### src/hdl/dit_ram.sv
// Generic single-write, single-read RAM with registered read data.
`timescale 1ns / 1ps
`default_nettype none
module dit_ram #(
	parameter int WIDTH = 8,
	parameter int DEPTH = 64
) (
	input  wire                     clk,
	input  wire                     wr_en,
	input  wire [$clog2(DEPTH)-1:0] wr_addr,
	input  wire [WIDTH-1:0]         wr_data,
	input  wire                     rd_en,
	input  wire [$clog2(DEPTH)-1:0] rd_addr,
	output logic [WIDTH-1:0]        rd_data
);

	logic [WIDTH-1:0] mem_q [DEPTH];

	always_ff @(posedge clk) begin
		if (wr_en) begin
			mem_q[wr_addr] <= wr_data;
		end
		if (rd_en) begin
			rd_data <= mem_q[rd_addr];
		end
	end

endmodule
`default_nettype wire

### config.mk
export PLATFORM = sky130hd
export DESIGN_NAME = dit_ram
export DESIGN_NICKNAME = d
export VERILOG_FILES = /design/src/hdl/dit_ram.sv
export SDC_FILE = /design/constraint.sdc
export NUM_CORES = 1
export LEC_CHECK = 0
export BUFFER_PORTS_ARGS = -buffer_cell sky130_fd_sc_hd__clkbuf_2
export CORE_ASPECT_RATIO = 1.75
export CORE_MARGIN = 2
export CORE_UTILIZATION = 30
export CTS_CLUSTER_DIAMETER = 100
export DETAILED_ROUTE_END_ITERATION = 6
export PLACE_DENSITY_LB_ADDON = 0.12
export RECOVER_POWER = 25
export SYNTH_ARGS = -nofsm -noshare
export SYNTH_HDL_FRONTEND = slang
export SYNTH_SLANG_ARGS = --single-unit
### constraint.sdc
create_clock -name clk -period 3.53 [get_ports clk]
set_clock_uncertainty 0.15 [all_clocks]
set_input_delay 0 -clock clk [delete_from_list [all_inputs] [get_ports clk]]
set_output_delay 0 -clock clk [all_outputs]
set_load 0.05 [all_outputs]
==> After elaboration in Yosys (flattened, before gate mapping) <==
Memory sizes are Yosys's and may differ from the RTL's. A register that Yosys moved wholly into a read port is not among the register bits.
Cells that the tools add are included.
{ "op_classes": {"mux": 2} }
{ "ops": {"columns": ["cell", "n"], "rows": [
  ["$mux W1", 2]
]} }
{ "totals": {"mem_count": 1, "out_inout_bits": 8, "ff_bits": 0, "ram_bits": 512, "wordCells": 3, "inputBits": 23} }
{ "mem_list": {"columns": ["memory", "words", "word_bits", "read_ports", "rd_ports_with_merged_regs", "write_ports", "line_no", "source"], "rows": [
  ["mem_q", 64, 8, 1, 1, 1, "17", "logic [WIDTH-1:0] mem_q [DEPTH];"]
]} }

==> Logic depth before layout (Yosys ltp) <==
{ "logic_depth": {"word_depth": 2, "mapped_depth": 9, "mapped_depth_nobuf": 5} }

==> Worst setup path after synthesis <==
No wires, ideal clock.
{ "synth_path": {"path_kind": "register to register", "startpoint": "memory mem_q[29][4]", "endpoint": "register rd_data[4] (read register of mem_q), data pin", "path_stages_with_launch": 6, "n_path_buf": 0, "t_arrival_ns": 1.560, "period_less_slack_ns": 1.980, "slack_ns": 1.550, "cell_sequence": "edfxtp_1 -> mux4_2 -> mux2_2 -> o221a_2 -> nor3_1 -> o32ai_1"} }
{ "synth_lines": {"columns": ["element", "line_no", "source"], "rows": [
  ["start: declaration", "17", null],
  ["end: declaration", "14", "output logic [WIDTH-1:0] rd_data"]
]} }

==> qor.yml <==
pwr:
  power_density_mw_per_mm2: 545
  power_frac_comb_pct: 5.5
  leakagePower_nw: 7.27
  p_int_mw: 10.0
  ir_drop_uv: 373
  swShare_pct: 21.8
  seq_power_share_pct: 53.7
  p_sw_mw: 2.79
  p_clk_share_pct: 40.8
clocking:
  cts.sinks: 520
  cts_buffers: 48
  cts_hold_buffers: 8
  htree_levels: 2
  clock_latency_ns: 0.58
  clkTransAtPathRegs_ns: 0.07
  cts_setup_buffers: 0
  cts_tree: "yes"
  cts_resized: 0
  cts-root-buf: "clkbuf_16"
  clockBufferDepth: 3
finish:
  antenna-diode-count: 0
  drive_gt1_share_pct: 28.4
  nets: 1079
  nFillCells: 6397
  final-seq-area_mm2: 0.0156
  syn2layout_area_growth_pct: 15.9
  multi_input_area_mm2: 0.00432
  fin_area_mm2: 0.0235
grt:
  antenna_found_initial: 2
  grt_overflow: 0
  grt_pass1_vias: 10522
  grt_pass1_wl_mm: 80.3
  grt_max_degree: 49
  grt.total_usage_pct: 16.3
floorplan:
  io_pins: 31
  coreArea_mm2: 0.0672
  rows: 126
  dieArea_mm2: 0.0697
  die_w_um: 200
  start_util_pct: 30.1
  die-height_um: 348
route:
  drt_iter0_drc: 670
  dr_total_vias: 9623
  drt_pass1_iterations: 5
  wl_per_cell_um: 28.2
  ant_nets: 0
  postRouteWirelength_mm: 56.1
  drcViolationCount: 0
  vias_per_cell: 4.84
logic_synthesis:
  yosysSeqAreaShare_pct: 77.1
  synth_area_mm2: 0.0202
  synth_area_leaders: "edfxtp_1 (77%), mux4_2 (14%), nor2_1 (1.5%), mux2i_1 (1.1%), mux2_2 (0.72%)"
  synth_area_leader_cell: "edfxtp_1"
  synth_edf_count: 520
  synth_top_flop_cell: "edfxtp_1"
  synth_commonest_cells: "edfxtp_1 (520), mux4_2 (126), nor2_1 (83)"
  async_flop_share_pct: 0
  yosysMostFrequentCell: "edfxtp_1"
  avgSynthCellArea_um2: 21.5
  yosysWarnings: 0
  synth_seq_cells: 520
  synth_nets: 963
  synth_top_cell_area_share_pct: 77.1
  synth_cell_types: 39
  synthCells: 940
status:
  outcome: "finished, violations left"
  violations: "max-capacitance violations, max-slew violations"
worst_setup_path:
  timing.critical_path.required_ns: 3.67
  cp_cell_sequence: "mux4_2, mux2_2, a221oi_1, o2bb2ai_1"
  path_max_fanout: 1
  end_kind: "flip-flop"
  cp_slowest_stage_delay_ns: 1.07
  critPathArrivalTime_ns: 2.93
  cp-start-kind: "flip-flop"
  reg2regPathDepth: 4
  slowest_stage: "a221oi_1"
  critical_path_class: "flip-flop to flip-flop"
timing:
  worst_pin_slew_ns: 2.07
  max-slew-margin-rel_pct: -38.0
  fin_setup_tns_ns: 0
  finalHoldViolCount: 0
  timing.final.crit_share_pct: 79.0
  rsz0062_at_grt: "no"
  fmax_mhz: 359
  period_needed_ns: 2.79
  setup_viol: 0
  drv_slew: 266
place:
  dp_hpwl_mm: 37.5
  placed_area_mm2: 0.0219
  portBuffers: 30
  place_congestion: 0.727
worst_hold_path:
  hold_path_class: "input pin to flip-flop"
  worst_hold_path.num_cells: 2
flow_run:
  maxCapViolCount: 7
-- critical path: cells and delay by family, from the launching register on --
kind               cells  cell delay, ns
AOI/OAI and AO/OA      2            1.22
muxes                  2            0.75
DFF                    1            0.37
-- logic make-up (layout without fill, tap and decap cells) --
group,Yosys count,count (layout),share of synthesized area [%]
compound gates,54,54,2.06
mux,162,162,15.9
buf+inv,51,202,1.56
flops,520,520,77.1
simple gates,153,153,3.37
-- sequential cells by signal, indices dropped and copies added, names as in the netlist --
name / count
mem_q: 512
rd_data: 8
-- stage by stage --
step / utilization, % / cells / hold slack, ns / setup slack (ns) / total power, mW
6_report: 34.9 / 1987 / 0.0500 / 0.742 / 12.8
4_1_cts: 34.9 / 1987 / 0.000804 / 0.677 / 13.0
2_1_floorplan: - / 940 / -0.0511 / 1.55 / 7.38
3_3_place_gp: 32.5 / 1894 / 0.393 / 0.116 / 7.72
3_5_place_dp: 32.5 / 1894 / 0.393 / 0.146 / 7.72
5_1_grt: 34.9 / 1987 / 0.0368 / 0.776 / 13.2
-- cell usage in the layout (no fill, tap or decap), drive strengths merged, types with 13 or more instances in the layout --
cell	count
nor2	83
nand3	13
nor2b	14
clkinv	19
edfxtp	520
buf	82
clkbuf	83
mux2	13
mux2i	23
nand2	19
mux4	126
-- final cells by class --
class	instances	area share, %
clock buffer	56	5.34
clock inverter	29	1.18
multi-input combinational	369	18.4
sequential	520	66.6
tap	896	4.78
timing repair buffer	117	3.74
-- routing by layer --
layer  GRT usage (%)  vias to the layer above  share of wire, %
met4            4.70                        0               2.4
met3            1.95                       61               3.1
met1            18.1                     5209                37
met2            32.1                      190                58
li1                -                     4163                 -
met5               0                        -                 0
-- power by group through the flow --
stage	clock [mW]	combinational, mW	sequential (mW)
after floorplan	0	0.364	7.02
after global placement	0	0.716	7.00
after detailed placement	0	0.720	7.00
after CTS	5.37	0.729	6.86
after global routing	5.59	0.753	6.87
final	5.22	0.700	6.87
-- worst paths after layout --
kind | start | endpoint | slack (ns)
setup / recovery | mem_q[40][2] | rd_data[2] | 0.74
hold / removal | rd_addr[5] | rd_data[3] | 0.05
setup reg to reg | mem_q[40][2] | rd_data[2] | 0.74
hold reg to reg | mem_q[45][3] | rd_data[3] | 0.82
(Power assumes the default switching activity.)
