`config.mk`:
```
export PLATFORM = sky130hd
export DESIGN_NAME = dit_scan
export DESIGN_NICKNAME = d
export VERILOG_FILES = /design/src/hdl/dit_pkg.sv /design/src/hdl/dit_scan.sv
export SDC_FILE = /design/constraint.sdc
export NUM_CORES = 1
export LEC_CHECK = 0
export ABC_AREA = 0
export BUFFER_PORTS_ARGS = -buffer_cell sky130_fd_sc_hd__buf_2
export CAP_MARGIN = 20
export CORE_MARGIN = 1
export CORE_UTILIZATION = 23
export DETAILED_ROUTE_END_ITERATION = 12
export PLACE_DENSITY_LB_ADDON = 0.1
export SLEW_MARGIN = 20
export SYNTH_ARGS = -nofsm -noshare
export SYNTH_HDL_FRONTEND = slang
export SYNTH_SLANG_ARGS = --single-unit
```
`constraint.sdc`:
```
create_clock -name clk -period 6 [get_ports clk]
set_clock_uncertainty 0.05 [all_clocks]
set_input_delay 1.2 -clock clk [delete_from_list [all_inputs] [get_ports clk]]
set_output_delay 1.2 -clock clk [all_outputs]
set_load 0.01 [all_outputs]
```
`src/hdl/dit_pkg.sv`:
```
// Shared types and constants for the dense identifier interning table.
`timescale 1ns / 1ps
`default_nettype none
package dit_pkg;

	localparam int ID_W          = 8;
	localparam int HALF_W        = 32;
	localparam int KEY_W         = 66;
	localparam int KIND_W        = 2;
	localparam int PATH_W        = 64;
	localparam int GLOB_KEY_W    = 2 * HALF_W;
	localparam int CNT_OUT_W     = 7;
	localparam int CNT_OUT_MAX   = 127;
	localparam int FILE_DEPTH_DEF = 64;
	localparam int GLOB_DEPTH_DEF = 64;

	localparam logic REQ_FILE = 1'b0;
	localparam logic REQ_GLOB = 1'b1;

	typedef enum logic [1:0] {
		ST_IDLE,
		ST_READ,
		ST_CMP,
		ST_DONE
	} scan_state_t;

	typedef struct packed {
		logic            busy;
		logic            rd_en;
		logic            finish;
		logic            hit;
		logic [ID_W-1:0] hit_id;
	} scan_stat_t;

endpackage
`default_nettype wire

```
`src/hdl/dit_scan.sv`:
```
// Scan sequencer: walks stored entries one at a time through a shared key comparator.
`timescale 1ns / 1ps
`default_nettype none
module dit_scan
	import dit_pkg::*;
#(
	parameter int IDX_W = 6,
	parameter int CNT_W = 7
) (
	input  wire               clk,
	input  wire               arst_n,
	input  wire               start,
	input  wire [CNT_W-1:0]   scan_cnt,
	input  wire [KEY_W-1:0]   req_key,
	input  wire [KEY_W-1:0]   rd_key,
	input  wire [ID_W-1:0]    rd_id,
	output logic [IDX_W-1:0]  rd_addr,
	output scan_stat_t        stat
);

	scan_state_t      state_q, state_d;
	logic [IDX_W-1:0] idx_q;
	logic             hit_q;
	logic [ID_W-1:0]  hit_id_q;
	logic             key_eq;
	logic             last_entry;

	assign key_eq     = (rd_key == req_key);
	assign last_entry = ((CNT_W'(idx_q) + CNT_W'(1)) == scan_cnt);

	always_comb begin
		state_d = state_q;
		case (state_q)
			ST_IDLE: begin
				if (start) begin
					state_d = (scan_cnt == '0) ? ST_DONE : ST_READ;
				end
			end
			ST_READ: state_d = ST_CMP;
			ST_CMP: begin
				if (key_eq || last_entry) begin
					state_d = ST_DONE;
				end else begin
					state_d = ST_READ;
				end
			end
			ST_DONE: state_d = ST_IDLE;
			default: state_d = ST_IDLE;
		endcase
	end

	always_ff @(posedge clk or negedge arst_n) begin
		if (!arst_n) begin
			state_q  <= ST_IDLE;
			idx_q    <= '0;
			hit_q    <= 1'b0;
			hit_id_q <= '0;
		end else begin
			state_q <= state_d;
			if (state_q == ST_IDLE && start) begin
				idx_q <= '0;
				hit_q <= 1'b0;
			end
			if (state_q == ST_CMP) begin
				if (key_eq) begin
					hit_q    <= 1'b1;
					hit_id_q <= rd_id;
				end else if (!last_entry) begin
					idx_q <= idx_q + IDX_W'(1);
				end
			end
		end
	end

	always_comb begin
		rd_addr     = idx_q;
		stat.busy   = (state_q != ST_IDLE);
		stat.rd_en  = (state_q == ST_READ);
		stat.finish = (state_q == ST_DONE);
		stat.hit    = hit_q;
		stat.hit_id = hit_id_q;
	end

endmodule
`default_nettype wire

```
* Word-level counts from Yosys, hierarchy flattened
Index checks and enable logic that the tools add are counted.
** Word-level totals
- Bits in writable memories :: 0
- Memories :: 0
- ROM bits :: 0
- Register bits after elaboration :: 17
- Bits in latches :: 0
- Word-level logic and storage cells :: 29
- Input port bits :: 150
- Output and inout port bits :: 18
** Cells by class
- Div/mod/pow operators :: 0
- Shifts and indexed selects :: 0
- Equal/unequal tests :: 6
- Reduce and logical (&&, ||, !) cells :: 6
- Bitwise logic cells :: 0
- Multipliers :: 0
- $lt $le $gt $ge :: 0
- Add/subtract/negate cells :: 2
- Muxes and demuxes :: 11
** Operator list (number)
- $eq 66x66->1 :: 1
- $mux 6 :: 4
- $pmux 2 s4 :: 1
- $add 6x1->7 const B :: 1
- $eq 7x7->1 :: 1
- $logic_not 7->1 :: 1
- $add 6x1->6 const B :: 1
- $mux 2 :: 3
- $eq 2x2->1 const B :: 2
- $mux 1 :: 3
- $eq 2x1->1 const B :: 1
- $logic_not 2->1 :: 1
- $ne 2x2->1 const B :: 1
- $reduce_and 2->1 :: 1
- $reduce_bool 2->1 :: 1
- $logic_and 1x1->1 :: 1
- $logic_or 1x1->1 :: 1

* Logic depth before layout (Yosys ltp)
Gate-level depths: netlist (run 1).
- Word-level depth :: 6
- Depth in mapped cells :: 8
- Depth with buffers taken out :: 8

* Least setup slack after synthesis (run 1)
No wires, ideal clock.
- Path kind :: in2reg
- Start :: input port req_key[55]
- End :: register hit_id_q[0]
- Buffers on the path :: 0
- Setup time :: 0.125 ns
- Arrival time :: 2.939 ns
- Data required time :: 5.825 ns
- Setup slack :: 2.886 ns
- Stages :: 7
- Path through :: xor2_1 > nor4_1 > nand4_1 > nor3_2 > nand4_1 > nor3_2 > mux2_2
** Between the ends
- Word-level cells in the longest chain between the ends :: 2
** RTL lines
- start: declaration :: RTL line dit_scan.sv:14 : input wire [KEY_W-1:0] req_key,
- $eq 66x66->1 :: RTL line dit_scan.sv:28 : assign key_eq = (rd_key == req_key);
- $reduce_and 2->1 (no line)
- end signal: assignment :: RTL line dit_scan.sv:67 : hit_id_q <= rd_id;
- end: declaration :: RTL line dit_scan.sv:24 : logic [ID_W-1:0] hit_id_q;
No other way between the ends.
A chain may end at the register's enable or synchronous reset.

* Final worst setup path (run 1)
- Start :: input port req_key[47]
- End :: register hit_id_q[3]
The elaborated chain is that of the path after synthesis.

==> metrics.csv, run 1 <==
stage,metric,value,unit
sta,count of final max-slew check failures,0,
placement,total of buffers placed on input and output ports,167,
synth,Post-Synthesis Mean Instance Area,9.303,sq um
finish,"Core Util, Final",0.3733,
clocking,number of buffers created by CTS,3,
sta,part of the cycle the worst path needs,0.5616,
clocking,H-tree depth,1,
clocking,worst-skew pair later-pin latency,250,ps
min_path,number of cells on the worst hold path,1,
finish,fillers,785,
sta,total negative slack,0,ps
finish,antenna diode count,0,
synth,number of synthesis warnings,0,
route,count of antenna-violating nets left after detailed routing,0,
critical_path,maximum fanout along the worst path,9,
floorplanning,die span in x,88.74,microns
outcome,status,finished clean,
route,violation count after the first detailed-routing iteration,23,
critical_path,category of the critical setup timing path,in2reg,
pwr,overall power consumption,488.8,uW
clocking,Root Driver,sky130_fd_sc_hd__clkbuf_8,
synth,most frequent cell after synthesis,sky130_fd_sc_hd__xor2_1,
finish,number of non-filler instances in the completed layout,451,
synth,register area share after synthesis,0.2458,
finish,Reg area,425.4,sq um
synth,Synth top area share,0.2784,
floorplanning,number of standard-cell rows in the floorplan,31,
synth,number of flops mapped to enable cells by yosys,0,
synth,top cell types by occurrence after synthesis,"sky130_fd_sc_hd__xor2_1 (55), sky130_fd_sc_hd__dfrtp_1 (17), sky130_fd_sc_hd__xnor2_1 (17), sky130_fd_sc_hd__nor4_1 (15)",
clocking,number of hold-repair buffers added at the cts stage,0,
route,vias after detailed routing,1928,
min_path,Worst Hold Class,reg2reg,
clocking,CTS Sinks,17,
critical_path,CP Launch Type,input port,
critical_path,critical path capture point type,register,
sta,number of failing hold endpoints at the final stage,0,
floorplanning,Floorplan Core Area,7253,sq um
grt,vias in the first global route,1653,
finish,Area Growth Syn to Fin,56.47,%
clocking,quantity of gates resized following cts,0,
route,total routed wirelength,5632,microns
synth,synthesized area,1730,sq um
synth,ys async rst share,1.000,
grt,Global Route Usage Sum,0.1267,
floorplanning,die footprint,7875,sq um
clocking,Clock Pin Slew Worst Setup and Hold Paths,60,ps
sta,Max-Slew Margin vs Limit,0.5456,
sta,post-route minimum period,3369,ps
synth,Synth Net Count,337,
sta,pin slew with the least headroom to its limit,677.9,ps
clocking,CTS tree,yes,
route,length of the first detailed-routing pass in iterations,4,
sta,maximum frequency from static timing analysis,296.8,MHz
floorplanning,overall die height,88.74,microns
synth,number of synthesized register bits,17,
synth,gate count of the mapped netlist,186,
critical_path,required time of the critical path,6090,ps
grt,maximum number of pins on one net before global-route repair,18,
floorplanning,initial standard-cell utilization of the core,0.2386,
pwr,leakage power of the design,1.416,nW
synth,cell taking the most area after synthesis,sky130_fd_sc_hd__xor2_1,
grt,first-pass GRT wire length,7631,microns
synth,Main synth FF type,sky130_fd_sc_hd__dfrtp_1,
critical_path,reg2reg path depth,7,
placement,final RePlAce weighted congestion,0.7019,
sta,final-report setup violation count,0,
critical_path,"Data arrival, critical path",3460,ps
clocking,buffers inserted by post-CTS timing repair,0,
placement,Placed Cells,447,
sta,unrepaired setup endpoints after global routing,false,
pwr,worst supply voltage drop on vdd,0.0001451,V
grt,total overflow reported by the global router,0,
finish,area of the multi-input gates,1266,sq um
grt,antenna violations before repair,0,
route,routed wire length per instance,12.49,microns
synth,most area-consuming cells after synthesis,"sky130_fd_sc_hd__xor2_1 (28%), sky130_fd_sc_hd__dfrtp_1 (25%), sky130_fd_sc_hd__xnor2_1 (8.6%), sky130_fd_sc_hd__nor4_1 (5.4%), sky130_fd_sc_hd__mux2_2 (5.2%)",
finish,layout cells sized above 1,0.5284,
floorplanning,number of I/O pins,168,
route,post-route DRC violation count,0,
placement,DPL Wire Length,4853,microns
finish,net total in the final layout,504,
clocking,clock buffer depth,2,
job,number of violations of the max-capacitance limit,0,
synth,"Distinct cells, synth",36,
route,via density per instance,4.275,
pwr,ratio of total power to cell area,180.5,nW/um^2
## flip-flops by register name (all words and copies together) (netlist names)
name / flops
hit_q: 1
state_q: 2
hit_id_q: 8
rd_addr: 6
## per-layer routing
layer	vias to the layer above	wire length [microns]	GRT usage
met5	-	0	0
met2	87	2902	0.2455
li1	993	-	-
met1	841	2204	0.1397
met4	0	94	0.04692
met3	7	431	0.01586
## power breakdown
part | switching (mW) | internal (mW)
registers | 0.0421 | 0.131
clock network | 0.0392 | 0.0472
logic | 0.109 | 0.120
total | 0.190 | 0.298
## through the flow
| step | cell area [sq um] | setup WS [ps] | hold slack [ps] |
|---|---|---|---|
| 2_1_floorplan | 1730 | 2886 | 427.3 |
| 3_5_place_dp | 2663 | 2285 | 440.7 |
| 5_1_grt | 2708 | 2457 | 475.1 |
| 3_3_place_gp | 2663 | 2296 | 437.2 |
| 4_1_cts | 2708 | 2552 | 456.9 |
| 6_report | 2708 | 2631 | 448.8 |
## cell families after synthesis
group / Yosys count / share of synthesized area
fa+ha+maj: 1 / 0.007230
xor+xnor: 72 / 0.3644
mux: 9 / 0.05785
compound gates: 23 / 0.1114
simple gates: 56 / 0.1909
buf+inv: 8 / 0.02241
flops: 17 / 0.2458
## cells in the final DEF, fill, tap and decap left out, types with 4 or more instances in the layout
cell	n
sky130_fd_sc_hd__o21ai_0	4
sky130_fd_sc_hd__nand4_1	7
sky130_fd_sc_hd__xor2_1	55
sky130_fd_sc_hd__nor4_1	15
sky130_fd_sc_hd__a31oi_1	6
sky130_fd_sc_hd__mux2_2	8
sky130_fd_sc_hd__nand2_1	7
sky130_fd_sc_hd__nor2_1	8
sky130_fd_sc_hd__buf_2	167
sky130_fd_sc_hd__dfrtp_1	17
sky130_fd_sc_hd__xnor2_1	17
## worst paths after layout
path                            slack [ps]         from           to
worst max-delay path                  2630  req_key[47]  hit_id_q[3]
worst min-delay path                   450  hit_id_q[5]  hit_id_q[5]
worst max register to register        3280   rd_addr[2]   rd_addr[2]
worst min register to register         450  hit_id_q[5]  hit_id_q[5]
max in group asynchronous             4800       arst_n  hit_id_q[7]
min in group asynchronous              820       arst_n   state_q[0]
## layout make-up
cell class                 instances  area share
multi-input combinational        161      0.4677
timing repair buffer             167      0.3087
clock buffer                       4     0.01664
sequential                        17      0.1571
inverter                           3    0.004159
tap                               99     0.04575
## worst max-delay path, cell delays in order
cell and delay (ps):
sky130_fd_sc_hd__buf_2 100, sky130_fd_sc_hd__xor2_1 150, sky130_fd_sc_hd__nor4_1 340, sky130_fd_sc_hd__nand4_1 190
sky130_fd_sc_hd__nor3_2 320, sky130_fd_sc_hd__nand4_1 190, sky130_fd_sc_hd__nor3_2 570, sky130_fd_sc_hd__mux2_2 400
(Power assumes the default switching activity.)
==> inputs of run 2 (changes only) <==
clock period = 3.5 ns   (was 6 ns; I/O delays follow)
==> metrics.csv, run 2 (synthesis gave the netlist of run 1 again) <==
stage,metric,value,unit,change
clocking,quantity of gates resized following cts,0,,unchanged
pwr,net switching power,326.0,uW,+71%
grt,maximum number of pins on one net before global-route repair,18,,unchanged
sta,minimum setup slack in the final design,755.5,ps,-1875 ps
outcome,status,finished clean,,
sta,part of the cycle the worst path needs,0.7842,,
finish,most frequent cells in the layout,"sky130_fd_sc_hd__buf_2 (167), sky130_fd_sc_hd__xor2_1 (55), sky130_fd_sc_hd__xnor2_1 (17), sky130_fd_sc_hd__dfrtp_1 (17), sky130_fd_sc_hd__nor4_1 (15)",,
clocking,CTS tree,yes,,
pwr,ratio of total power to cell area,306.7,nW/um^2,+70%
floorplanning,overall die height,88.74,microns,unchanged
critical_path,critical path capture point type,register,,
critical_path,maximum fanout along the worst path,11,,+2
grt,antenna violations before repair,0,,unchanged
sta,unrepaired setup endpoints after global routing,false,,
route,violation count after the first detailed-routing iteration,25,,+8.7%
placement,DPL Wire Length,4808,microns,-0.94%
route,length of the first detailed-routing pass in iterations,4,,unchanged
sta,count of final max-slew check failures,0,,unchanged
sta,final-report setup violation count,0,,unchanged
pwr,design internal power,509.5,uW,+71%
sta,pin slew with the least headroom to its limit,650.3,ps,-27.60 ps
clocking,clock buffer depth,2,,unchanged
critical_path,cell-by-cell trace of the critical path,"nand3_2, o21a_1, or4_4, a221oi_4, a41oi_4, and4b_1, a211o_1",,
floorplanning,die footprint,7875,sq um,unchanged
finish,net total in the final layout,506,,+0.40%
finish,area of the multi-input gates,1266,sq um,unchanged
sta,Max-Slew Margin vs Limit,0.5625,,+0.01687
pwr,Combinational Power Share,0.473,,+0.005
sta,post-route minimum period,2745,ps,
route,count of antenna-violating nets left after detailed routing,0,,unchanged
clocking,number of hold-repair buffers added at the cts stage,0,,unchanged
floorplanning,number of standard-cell rows in the floorplan,31,,unchanged
pwr,worst supply voltage drop on vdd,0.0002561,V,+77%
critical_path,family of cells with the greatest summed delay on the critical path,compound AO/OA/AOI/OAI gates,,
finish,fillers,780,,-0.64%
sta,number of failing hold endpoints at the final stage,0,,unchanged
floorplanning,number of I/O pins,168,,unchanged
clocking,number of buffers created by CTS,3,,unchanged
clocking,CTS Sinks,17,,unchanged
critical_path,"Data arrival, critical path",2830,ps,-630 ps
grt,Global Route Usage Sum,0.1286,,+0.001861
min_path,Worst Hold Class,in2async,,
finish,antenna diode count,0,,unchanged
grt,total overflow reported by the global router,0,,unchanged
floorplanning,Floorplan Core Area,7253,sq um,unchanged
route,post-route DRC violation count,0,,unchanged
placement,total of buffers placed on input and output ports,167,,unchanged
grt,GR met1 Demand/Resource,0.1429,,+0.003139
critical_path,library cell contributing the largest single delay on the critical path,sky130_fd_sc_hd__dfrtp_1,,
clocking,Clock Pin Slew Worst Setup and Hold Paths,70,ps,about the same
floorplanning,initial standard-cell utilization of the core,0.2386,,unchanged
route,via density per instance,4.360,,+2.0%
placement,final RePlAce weighted congestion,0.6723,,-4.2%
critical_path,number of buffers and inverters on the critical path,0,,-1
grt,first-pass GRT wire length,7921,microns,+3.8%
finish,"most common cell after layout, fill and taps aside",sky130_fd_sc_hd__buf_2,,
finish,register with the most flip-flops,hit_id_q,,
finish,"Core Util, Final",0.3755,,+0.002242
pwr,overall power consumption,835.5,uW,+71%
finish,Reg area,425.4,sq um,unchanged
clocking,worst-skew pair later-pin latency,250,ps,about the same
clocking,H-tree depth,1,,unchanged
critical_path,largest stage delay on the critical path,550,ps,-20 ps
grt,vias in the first global route,1764,,+6.7%
route,routed wire length per instance,12.32,microns,-1.3%
finish,Area Growth Syn to Fin,57.41,%,
sta,maximum frequency from static timing analysis,364.4,MHz,
sta,final hold slack,324.4,ps,-124.4 ps
pwr,switching share of total power,0.3902,,+0.0005752
floorplanning,die span in x,88.74,microns,unchanged
route,total routed wirelength,5581,microns,-0.91%
pwr,leakage power of the design,1.429,nW,+0.96%
critical_path,required time of the critical path,3590,ps,-2500 ps
placement,pre-CTS setup slack,531.1,ps,-1754 ps
job,number of violations of the max-capacitance limit,0,,unchanged
grt,global routing usage on met2,0.2587,,+0.01329
sta,total negative slack,0,ps,unchanged
critical_path,CP Launch Type,register,,
clocking,buffers inserted by post-CTS timing repair,0,,unchanged
pwr,clock network power share,0.172,,-0.005
pwr,Flop pwr share,0.355,,about the same
critical_path,category of the critical setup timing path,reg2reg,,
route,vias after detailed routing,1975,,+2.4%
finish,layout cells sized above 1,0.5339,,+0.005489
grt,global route hottest layer,met2,,
grt,met3 usage,0.01493,,-0.0009328
clocking,Root Driver,sky130_fd_sc_hd__clkbuf_8,,
finish,max FFs per register,8,,unchanged
[run 2: cell types whose count changed in the layout (fill, tap and decap cells not counted), sizes merged]
cell,before,now
buf,167,169
clkbuf,4,3
clkinv,0,1
[run 2: area by class of cell]
type / count / share of cell area
Inverter: 3 / 0.004134
Multi-Input combinational cell: 161 / 0.4649
Sequential cell: 17 / 0.1562
Clock buffer: 3 / 0.01516
Tap cell: 99 / 0.04548
Clock inverter: 1 / 0.001837
Timing Repair Buffer: 169 / 0.3124
[run 2: power by group through the flow]
stage / clock (mW) / combinational [mW] / sequential (mW)
6_report: 0.144 / 0.395 / 0.296
5_1_grt: 0.161 / 0.445 / 0.304
3_5_place_dp: 0 / 0.398 / 0.301
4_1_cts: 0.149 / 0.401 / 0.298
2_1_floorplan: 0 / 0.262 / 0.260
3_3_place_gp: 0 / 0.396 / 0.303
[run 2: through the flow]
| stage | cells | instance area [sq um] |
|---|---|---|
| floorplan | 186 | 1730 |
| global placement | 449 | 2678 |
| detailed placement | 449 | 2678 |
| CTS | 453 | 2724 |
| global route | 453 | 2724 |
| finish | 453 | 2724 |
[run 2: worst paths after layout]
path | from | endpoint | slack [ps] | cells after the start
max in group asynchronous | arst_n | hit_id_q[2] | 2790 | 1
setup / recovery | rd_addr[2] | rd_addr[2] | 760 | 7
hold reg to reg | hit_id_q[4] | hit_id_q[4] | 450 | 1
setup reg to reg | rd_addr[2] | rd_addr[2] | 760 | 7
hold / removal | arst_n | hit_id_q[6] | 320 | 1
min in group clk | hit_id_q[4] | hit_id_q[4] | 450 | 1
[run 2: routing by layer]
layer / vias up / part of all wire
li1: 999 / -
met1: 896 / 0.38
met2: 78 / 0.54
met3: 2 / 0.078
met4: 0 / 0.0041
met5: - / 0
